--- src/affine_transform_accumulator_assert.svh ---
// Assertion macros shared by the transform accumulator RTL.
`ifndef AFFINE_TRANSFORM_ACCUMULATOR_ASSERT_SVH
`define AFFINE_TRANSFORM_ACCUMULATOR_ASSERT_SVH

// Implication checked on every clock edge outside reset.
`define ATA_ASSERT(lbl, prop, msg) \
  lbl: assert property (@(posedge clk_i) disable iff (!rst_ni) prop) else $error(msg);

// Condition that must never hold outside reset.
`define ATA_ASSERT_NEVER(lbl, cond, msg) \
  lbl: assert property (@(posedge clk_i) disable iff (!rst_ni) !(cond)) else $error(msg);

`endif

--- src/ata_pkg.sv ---
// Types, constants and the microcode program of the transform accumulator.
package ata_pkg;

  localparam int unsigned FRAC_BITS = 16;
  localparam int unsigned NUM_ELEMS = 16;
  localparam logic [3:0]  LAST_ELEM = 4'(NUM_ELEMS - 1);
  localparam logic [31:0] FX_ONE    = 32'd1 << FRAC_BITS;

  localparam logic CMD_TRANSLATE = 1'b0;
  localparam logic CMD_SCALE     = 1'b1;

  // Sequencer steps
  localparam logic [1:0] STEP_IDLE = 2'd0;
  localparam logic [1:0] STEP_READ = 2'd1;
  localparam logic [1:0] STEP_MUL  = 2'd2;
  localparam logic [1:0] STEP_WB   = 2'd3;

  typedef struct packed {
    logic        command;
    logic [31:0] vec_x;
    logic [31:0] vec_y;
    logic [31:0] vec_z;
  } in_req_t;

  typedef struct packed {
    logic [3:0]  element_index;
    logic [31:0] element_value;
    logic        last_element;
  } out_rsp_t;

  typedef enum logic [1:0] {
    WAIT_NONE,
    WAIT_IN,
    WAIT_OUT
  } wait_e;

  typedef enum logic [1:0] {
    MODE_PASS,
    MODE_ADD,
    MODE_MUL
  } mac_mode_e;

  typedef struct packed {
    logic      en;
    mac_mode_e mode;
  } mac_ctrl_t;

  typedef struct packed {
    logic       accept;
    logic       rd;
    logic       mul;
    logic       wb;
    wait_e      wt;
    logic       br_last;
    logic [1:0] br_tgt;
    logic [1:0] seq;
  } ucode_t;

  // Control store: accept per request, then read, multiply, write back per element.
  function automatic ucode_t ata_ucode(input logic [1:0] step);
    ucode_t uc;
    uc = '0;
    unique case (step)
      STEP_IDLE: begin
        uc.accept = 1'b1;
        uc.wt     = WAIT_IN;
        uc.seq    = STEP_READ;
      end
      STEP_READ: begin
        uc.rd  = 1'b1;
        uc.wt  = WAIT_NONE;
        uc.seq = STEP_MUL;
      end
      STEP_MUL: begin
        uc.mul = 1'b1;
        uc.wt  = WAIT_NONE;
        uc.seq = STEP_WB;
      end
      STEP_WB: begin
        uc.wb      = 1'b1;
        uc.wt      = WAIT_OUT;
        uc.br_last = 1'b1;
        uc.br_tgt  = STEP_IDLE;
        uc.seq     = STEP_READ;
      end
    endcase
    return uc;
  endfunction

  function automatic logic [31:0] ata_ident(input logic [3:0] addr);
    return (addr[1:0] == addr[3:2]) ? FX_ONE : 32'd0;
  endfunction

endpackage

--- src/affine_transform_accumulator.sv ---
// Top level: microcoded sequencer, matrix store and output register.
//
// Keeps a 4x4 row-major transform matrix in signed Q16.16. Each request on
// the input channel (in_valid_i / in_stall_o / in_data_i) carries a command
// and a vector: translate post-multiplies the matrix by a translation,
// scale pre-multiplies rows 0..2 by x, y and z. Results saturate to 32 bits.
// After each request the block sends all sixteen elements in index order on
// the output channel (out_valid_o / out_stall_i / out_data_o), with
// last_element set on element 15.
// Sequencing: a request is taken in the idle step; each element then passes
// through the store read, multiply and write-back steps, and the next request
// is taken only after element 15 is written back. The single shared
// multiplier is used once per element. A stalled output holds its element;
// the write-back step waits until the output register frees. Reset restores
// the identity matrix at once.
module affine_transform_accumulator (
  input  logic              clk_i,
  input  logic              rst_ni,
  input  logic              in_valid_i,
  output logic              in_stall_o,
  input  ata_pkg::in_req_t  in_data_i,
  output logic              out_valid_o,
  input  logic              out_stall_i,
  output ata_pkg::out_rsp_t out_data_o
);
  import ata_pkg::*;

`include "affine_transform_accumulator_assert.svh"

  logic [1:0]  step_q, step_d;
  ucode_t      uc;
  logic        go;
  logic        out_free;
  logic        accept;
  logic        wb_fire;

  logic        cmd_q;
  logic [31:0] vx_q, vy_q, vz_q;
  logic [3:0]  elem_q;

  logic [31:0] mem_q [NUM_ELEMS];
  logic [15:0] mem_vld_q;
  logic [31:0] rd_elem_q, rd_w_q;
  logic [3:0]  w_addr;

  mac_ctrl_t          mac_ctrl;
  logic signed [31:0] op_a, op_b, res;
  logic [31:0]        vsel;

  logic        out_valid_q;
  out_rsp_t    out_data_q;

  // Sequencer
  assign uc       = ata_ucode(step_q);
  assign out_free = !out_valid_q || !out_stall_i;

  always_comb begin
    unique case (uc.wt)
      WAIT_IN:  go = in_valid_i;
      WAIT_OUT: go = out_free;
      default:  go = 1'b1;
    endcase
    if (!go) begin
      step_d = step_q;
    end else if (uc.br_last && elem_q == LAST_ELEM) begin
      step_d = uc.br_tgt;
    end else begin
      step_d = uc.seq;
    end
  end

  assign accept     = uc.accept && in_valid_i;
  assign wb_fire    = uc.wb && go;
  assign in_stall_o = !uc.accept;

  always_ff @(posedge clk_i or negedge rst_ni) begin
    if (!rst_ni) begin
      step_q <= STEP_IDLE;
      elem_q <= '0;
    end else begin
      step_q <= step_d;
      if (accept) begin
        elem_q <= '0;
      end else if (wb_fire) begin
        elem_q <= elem_q + 4'd1;
      end
    end
  end

  always_ff @(posedge clk_i) begin
    if (accept) begin
      cmd_q <= in_data_i.command;
      vx_q  <= in_data_i.vec_x;
      vy_q  <= in_data_i.vec_y;
      vz_q  <= in_data_i.vec_z;
    end
  end

  // Matrix store; entries not yet written read as identity
  assign w_addr = {elem_q[3:2], 2'b11};

  always_ff @(posedge clk_i or negedge rst_ni) begin
    if (!rst_ni) begin
      mem_vld_q <= '0;
    end else if (wb_fire) begin
      mem_vld_q[elem_q] <= 1'b1;
    end
  end

  always_ff @(posedge clk_i) begin
    if (wb_fire) begin
      mem_q[elem_q] <= res;
    end
    if (uc.rd) begin
      rd_elem_q <= mem_vld_q[elem_q] ? mem_q[elem_q] : ata_ident(elem_q);
      rd_w_q    <= mem_vld_q[w_addr] ? mem_q[w_addr] : ata_ident(w_addr);
    end
  end

  // Operand selection
  always_comb begin
    unique case (cmd_q == CMD_SCALE ? elem_q[3:2] : elem_q[1:0])
      2'd0:    vsel = vx_q;
      2'd1:    vsel = vy_q;
      2'd2:    vsel = vz_q;
      default: vsel = '0;
    endcase
    mac_ctrl.en = uc.mul;
    if (cmd_q == CMD_SCALE) begin
      op_a          = vsel;
      op_b          = rd_elem_q;
      mac_ctrl.mode = (elem_q[3:2] == 2'd3) ? MODE_PASS : MODE_MUL;
    end else begin
      op_a          = rd_w_q;
      op_b          = vsel;
      mac_ctrl.mode = (elem_q[1:0] == 2'd3) ? MODE_PASS : MODE_ADD;
    end
  end

  ata_mac u_mac (
    .clk_i    (clk_i),
    .rst_ni   (rst_ni),
    .ctrl_i   (mac_ctrl),
    .op_a_i   (op_a),
    .op_b_i   (op_b),
    .addend_i (rd_elem_q),
    .res_o    (res)
  );

  // Output register
  always_ff @(posedge clk_i or negedge rst_ni) begin
    if (!rst_ni) begin
      out_valid_q <= 1'b0;
    end else if (wb_fire) begin
      out_valid_q <= 1'b1;
    end else if (!out_stall_i) begin
      out_valid_q <= 1'b0;
    end
  end

  always_ff @(posedge clk_i) begin
    if (wb_fire) begin
      out_data_q.element_index <= elem_q;
      out_data_q.element_value <= res;
      out_data_q.last_element  <= (elem_q == LAST_ELEM);
    end
  end

  assign out_valid_o = out_valid_q;
  assign out_data_o  = out_data_q;

  `ATA_ASSERT(a_last_is_fifteen,
    out_valid_o && out_data_o.last_element |-> out_data_o.element_index == LAST_ELEM,
    "last_element on an index other than fifteen")
  `ATA_ASSERT(a_last_returns_idle,
    wb_fire && elem_q == LAST_ELEM |=> step_q == STEP_IDLE,
    "sequencer did not return to idle after the last element")
  `ATA_ASSERT(a_accept_clears_index,
    accept |=> elem_q == 4'd0 && step_q == STEP_READ,
    "request accept did not restart the element walk")
  `ATA_ASSERT_NEVER(a_no_overwrite,
    wb_fire && out_valid_q && out_stall_i,
    "write back overwrote a stalled output element")

endmodule

--- src/ata_mac.sv ---
// Registered 32x32 multiply, fixed-point shift, optional add and saturation.
module ata_mac (
  input  logic                clk_i,
  input  logic                rst_ni,
  input  ata_pkg::mac_ctrl_t  ctrl_i,
  input  logic signed [31:0]  op_a_i,
  input  logic signed [31:0]  op_b_i,
  input  logic signed [31:0]  addend_i,
  output logic signed [31:0]  res_o
);
  import ata_pkg::*;

  logic signed [63:0] prod_q;
  logic signed [31:0] add_q;
  mac_mode_e          mode_q;
  logic signed [63:0] shifted;
  logic signed [64:0] sum;

  always_ff @(posedge clk_i or negedge rst_ni) begin
    if (!rst_ni) begin
      mode_q <= MODE_PASS;
    end else if (ctrl_i.en) begin
      mode_q <= ctrl_i.mode;
    end
  end

  always_ff @(posedge clk_i) begin
    if (ctrl_i.en) begin
      prod_q <= op_a_i * op_b_i;
      add_q  <= addend_i;
    end
  end

  always_comb begin
    shifted = prod_q >>> FRAC_BITS;
    unique case (mode_q)
      MODE_ADD: sum = {{33{add_q[31]}}, add_q} + {shifted[63], shifted};
      MODE_MUL: sum = {shifted[63], shifted};
      default:  sum = {{33{add_q[31]}}, add_q};
    endcase
    // fits when bits 64..31 all agree
    if (&sum[64:31] || ~|sum[64:31]) begin
      res_o = sum[31:0];
    end else if (sum[64]) begin
      res_o = 32'sh8000_0000;
    end else begin
      res_o = 32'sh7fff_ffff;
    end
  end

endmodule
--- config.mk ---
export PLATFORM = sky130hd
export DESIGN_NAME = affine_transform_accumulator
export DESIGN_NICKNAME = d
export VERILOG_FILES = /design/src/ata_pkg.sv /design/src/affine_transform_accumulator.sv /design/src/ata_mac.sv
export VERILOG_INCLUDE_DIRS = /design/src /design/src/src
export SDC_FILE = /design/constraint.sdc
export NUM_CORES = 2
export LEC_CHECK = 0
export BUFFER_PORTS_ARGS = -buffer_cell sky130_fd_sc_hd__buf_2
export CORE_AREA = 2 2 422 424
export CTS_BUF_LIST = sky130_fd_sc_hd__clkbuf_8 sky130_fd_sc_hd__clkbuf_16
export CTS_CLUSTER_DIAMETER = 50
export DETAILED_ROUTE_END_ITERATION = 8
export DIE_AREA = 0 0 424 426
export PLACE_DENSITY_LB_ADDON = 0.25
export SLEW_MARGIN = 20
export SYNTH_ARGS = -nofsm -noshare
export SYNTH_HDL_FRONTEND = slang
export SYNTH_SLANG_ARGS = --single-unit
--- constraint.sdc ---
create_clock -name clk_i -period 9.9 [get_ports clk_i]
set_input_delay 0.495 -clock clk_i [delete_from_list [all_inputs] [get_ports clk_i]]
set_output_delay 0.495 -clock clk_i [all_outputs]
set_load 0.02 [all_outputs]
# Word-level counts from Yosys, hierarchy flattened
# Memories as Yosys holds them, arrays and structs flattened.
# Index checks and enable logic that the tools add are counted.
[totals]
ram_bits = 512
wordCells = 91
register_bits = 319
inputBits = 101
n_memories = 1
out_inout_bits = 39
[memory_table]
columns = ["memory", "depth", "word_bits", "rd", "rd_clocked_by_memory_dff", "wr", "line_no", "text"]
rows = [
  ["mem_q", 16, 32, 2, 0, 1, "affine_transform_accumulator.sv:41", "logic [31:0] mem_q [NUM_ELEMS];"],
]
[op_classes]
order_cmp = 3
n_mul = 1
add_sub_neg = 2
reduce_logical = 17
muxes = 35
eq_ne = 15
n_bitwise = 1
[ops]
columns = ["cell", "n"]
rows = [
  ["32-bit two-way mux", 6],
  ["65-bit one-hot mux with 2 select lines", 1],
  ["32-bit one-hot mux with 3 select lines", 1],
  ["32-bit by 32-bit multiplier with 64-bit output", 1],
  ["32-bit by 48-bit adder with 49-bit output", 1],
  ["17-bit two-way mux", 2],
  ["34-bit AND reduction", 1],
  ["34-bit OR reduction", 1],
  ["16-bit OR", 1],
  ["2-bit equality test, second input constant", 7],
  ["1-bit two-way mux", 12],
  ["2-bit one-hot mux with 3 select lines", 2],
  ["4-bit by 5-bit < comparator with 1-bit output, second input constant", 2],
  ["2-bit by 1-bit equality test with 1-bit output, second input constant", 4],
  ["2-bit two-way mux", 4],
  ["4-bit two-way mux", 2],
  ["4-bit by 1-bit adder with 4-bit output, second input constant", 1],
  ["1-bit binary-select mux with 4-bit select", 1],
  ["1-bit demux with 4-bit select", 1],
  ["4-bit equality test, second input constant", 1],
  ["4-bit by 1-bit >= comparator with 1-bit output, second input constant", 1],
  ["1-bit logical AND", 4],
  ["1-bit zero test", 4],
  ["2-bit zero test", 2],
  ["other kinds (9)", 11],
]

# Depth between registers and ports, before layout
[depth]
ltp_word = 8
depth_mapped = 38
depth_no_buf = 34

# By module
# A second synthesis with hierarchy kept.
[hier_totals]
cells_unflattened = 5844
hier_area_um2 = 71429.8
[modules_own_cells]
columns = ["module", "cells_per_inst", "seq_area_each_um2", "area_per_inst_um2", "n_inst"]
rows = [
  ["ata_mac", 4488, 2452.4, 42120.4, 1],
  ["affine_transform_accumulator", 1356, 21896.0, 29309.4, 1],
]

# Worst setup path before layout
# OpenSTA, ideal clock, no wires.
[synth_timing]
path_type = "register to register"
startpoint = "register cmd_q"
endpoint = "register u_mac.prod_q[63], data pin"
arrival_time_ns = 9.834
setup_time_ns = 0.260
setup_slack_ns = -0.194
n_path_buf = 4
t_required_ns = 9.640
stages_incl_launch_ff = 36
period_less_slack_ns = 10.094
cell_sequence = "edfxtp_1 clkbuf_1 mux2i_1 clkbuf_1 buf_1 mux2i_1 o21ai_0 mux2i_1 clkbuf_1 nor2_1 fa_1 inv_1 fa_1 inv_1 fa_1 fa_1 inv_1 fa_1 inv_1 fa_1 fa_1 inv_1 fa_1 inv_1 ha_1 and2_1 nand3_1 nor2_1 a41o_1 a21oi_1 o21ai_0 o21ai_0 o21bai_1 a211oi_1 o21bai_1 xnor2_1"
[synth_via]
elab_chain_cells = 5
elab_cells_between_ends = 8
classes_between = "mul: 1; eq/ne: 2; mux: 4; reduce/logical: 1"
[synth_lines]
columns = ["element", "line_no", "text"]
rows = [
  ["start: declaration", "affine_transform_accumulator.sv:37", "logic cmd_q;"],
  ["start signal: assignment", "affine_transform_accumulator.sv:92", "cmd_q <= in_data_i.command;"],
  ["2-bit two-way mux", "affine_transform_accumulator.sv:122", "unique case (cmd_q == CMD_SCALE ? elem_q[3:2] : elem_q[1:0])"],
  ["2-bit equality test, or another cell as far along", "affine_transform_accumulator.sv:122", ""],
  ["32-bit one-hot mux with 3 select lines", "affine_transform_accumulator.sv:122", ""],
  ["32-bit two-way mux", "affine_transform_accumulator.sv:129", "if (cmd_q == CMD_SCALE) begin"],
  ["32-bit by 32-bit multiplier with 64-bit output *", "ata_mac.sv:29", "prod_q <= op_a_i * op_b_i;"],
  ["end signal: assignment", "ata_mac.sv:29", ""],
  ["end: declaration", "ata_mac.sv:13", "logic signed [63:0] prod_q;"],
]
# Mark *: on every way between the ends. The rest lies on a longest branch, timed or not.
# A chain may end at the register's enable or synchronous reset.

# Worst setup path after layout
[layout_timing]
startpoint = "register cmd_q"
endpoint = "register u_mac.prod_q[57], data pin"
# Same word-level chain as after synthesis.

==> results.toml <==
[status]
status = "completed"

[drt]
ant_nets = 0
avgViaCountPerCell = 5.37
vias = 47300
wire_per_inst_um = 25.4
drcViolationCount = 0
wl_um = 224000
dr.pass1.iters = 6
dr.first_iter.drc_count = 4830

[final_layout]
synthToLayoutAreaGrowth_pct = 16.8
mostFrequentLayoutCells = "1,081 x fa_1, 998 x inv_1, 790 x edfxtp_1"
final_layout_size_suffix_gt1_share_pct = 18.0
nFillCells = 15900
mostFrequentLayoutCell = "fa_1"
fin_util_pct = 46.6
antenna_cells = 0
nets = 7811

[cts]
cts_tree = "built"
cts.clk_slew.worst_paths_ps = 70
cts_buffers = 83
cts_sinks = 815
cts_htree_levels = 3
cts.path.max_buffers = 3
cts-root-buf = "clkbuf_16"
clk_latency_ps = 700

[yosys]
syn_inst = 5831
synthFlopType = "edfxtp_1"
async_flop_share_pct = 3.07
yosysWarnings = 0
netlist_area_um2 = 70200
synth_fp_nets = 7252
ys_types = 81
synth_edf_count = 790
synth_area_per_cell_um2 = 12.0
synth_seq_area_share_pct = 34.7
ys_seq_elements = 815

[setup_path]
start_kind = "register"
required_ps = 10380
critPathTopFamily = "adder cells"
end_kind = "register"
slowest_delay_ps = 670
critPathKind = "reg2reg"
worstPathBufferInverterCount = 5
worstPathMaxFanout = 17
slowest_stage = "mux2_2"
cp.arrival_ps = 10030
crit_top_cell = "fa_1"

[sta]
max_freq_mhz = 105
setup-tns-final_ps = 0
hold_viol_final = 0
worstMarginPinSlew_ps = 1130
final.period_utilization_pct = 96.4
finalSetupViolCount = 0
period_minus_slack_ps = 9540
max_slew_margin_pct = 24.5
skew_ps = 45.4
slew_violations = 0

[hold_path]
worstHoldPathType = "in2reg"

[floorplanning]
die_y_um = 426
core-area_um2 = 176000
fp.dieW_um = 424
io_pins = 140
core.rowCount = 154
start_util_pct = 39.9
dieArea_um2 = 181000

[placement]
place_hpwl_um = 170000
numPortBuffers = 139
globalplace.congestion = 0.936

[global_routing]
grt_use_total_pct = 25.2
grt_pass1_vias = 50200
gr-total-overflow = 0
antenna_found_initial = 6
grt_start_max_net_pins = 141
grt_pass1_wl_um = 335000

[run]
maxCapViolCount = 0
==> cell families (layout without fill, tap and decap cells) <==
group | Yosys count | after routing | synth area share (%)
XOR/XNOR | 99 | 99 | 1.24
AND/OR/NAND/NOR | 1493 | 1493 | 8.90
buffers and inverters | 1257 | 1884 | 6.89
adder cells (fa/ha/maj) | 1320 | 1320 | 35.1
multiplexers | 380 | 380 | 9.00
AO/OA/AOI/OAI | 467 | 467 | 4.19
flip-flops | 815 | 815 | 34.7
==> worst reg2reg max path: cells and delay by family, from the launching register on <==
kind,cells,cell delay (ps)
adders and majority gates,9,4420
AOI/OAI and AO/OA,10,2110
muxes,3,1100
buffers and inverters,5,820
and+or+nand+nor,3,480
DFF,1,400
==> state kept, by name, indices dropped and copies added, names as in the netlist, 32 cells and up <==
signal	cells
mem_q	512
out_data_o	37
rd_elem_q	32
rd_w_q	32
u_mac.add_q	32
u_mac.prod_q	48
vx_q	32
vy_q	32
vz_q	32
==> path summary, 6_finish.rpt <==
path / from / cells after the start / endpoint / slack [ps]
min: in_data_i[96] / 1 / cmd_q / 50
max in group asynchronous: rst_ni / 2 / elem_q[1] / 9010
max reg2reg: cmd_q / 30 / u_mac.prod_q[57] / 360
max: cmd_q / 30 / u_mac.prod_q[57] / 360
min in group asynchronous: rst_ni / 2 / elem_q[2] / 390
min reg2reg: rd_elem_q[24] / 0 / u_mac.add_q[24] / 450
==> cells in the mapped netlist (all sizes together) (7+ instances only) <==
master	instances	area [um^2]
o21ai	109	549
a21o	55	413
or2	25	156
o21bai	17	128
xor2	32	280
nand4	32	200
a211oi	15	113
o211ai	11	87.6
fa	1082	21700
a22oi	24	180
mux2i	126	1260
mux4	195	4390
nand2	601	2260
buf	60	307
nor2b	69	432
o21a	9	67.6
clkbuf	199	751
o31ai	8	60.1
nor4	9	62.6
a31oi	10	68.8
mux2	59	664
nand3	21	105
and2	26	163
or3	7	46.3
a221oi	10	87.6
nor3	18	90.1
edfxtp	790	23700
a21oi	159	803
nor2	636	2390
xnor2	67	587
nand2b	30	188
ha	238	2980
dfrtp	25	626
inv	991	3720
==> layer usage <==
| metal | up-vias | GRT usage [%] | share of wire [%] |
|---|---|---|---|
| li1 | 20100 | - | - |
| met1 | 25100 | 35.5 | 42 |
| met2 | 1839 | 40.9 | 47 |
| met3 | 280 | 3.34 | 7.1 |
| met4 | 0 | 7.30 | 3.4 |
| met5 | - | 0 | 0 |
==> stage by stage <==
stage,setup slack [ps],hold WS [ps],area (um^2),cells
final,358,49.7,82000,8798
after global routing,-1.71,30.4,82000,8798
after CTS,34.3,12.9,81700,8787
after detailed placement,-508,442,77800,8538
after global placement,-437,432,77800,8538
after floorplan,176,199,70200,5831
==> cell type report <==
class / count / area [um^2] / area share [%]
inverters: 992 / 3720 / 4.54
repair buffers: 739 / 6440 / 7.86
clock inverters: 70 / 803 / 0.980
well taps: 2340 / 2930 / 3.57
flip-flops and latches: 815 / 24400 / 29.7
clock buffers: 83 / 2080 / 2.53
multi-input cells: 3759 / 41600 / 50.8
==> timing repair <==
item                       in CTS  in global routing
gates cloned                    0                  1
pin swaps                       0                  2
setup endpoints to repair      21                 21
hold endpoints to repair      120                  0
buffers inserted                0                 10
resized for setup              10                 36
hold buffers                   96                  0
Power is left out: the tool's default activity adds up to more than one toggle a clock period on the data nets, which glitch-free logic cannot reach.
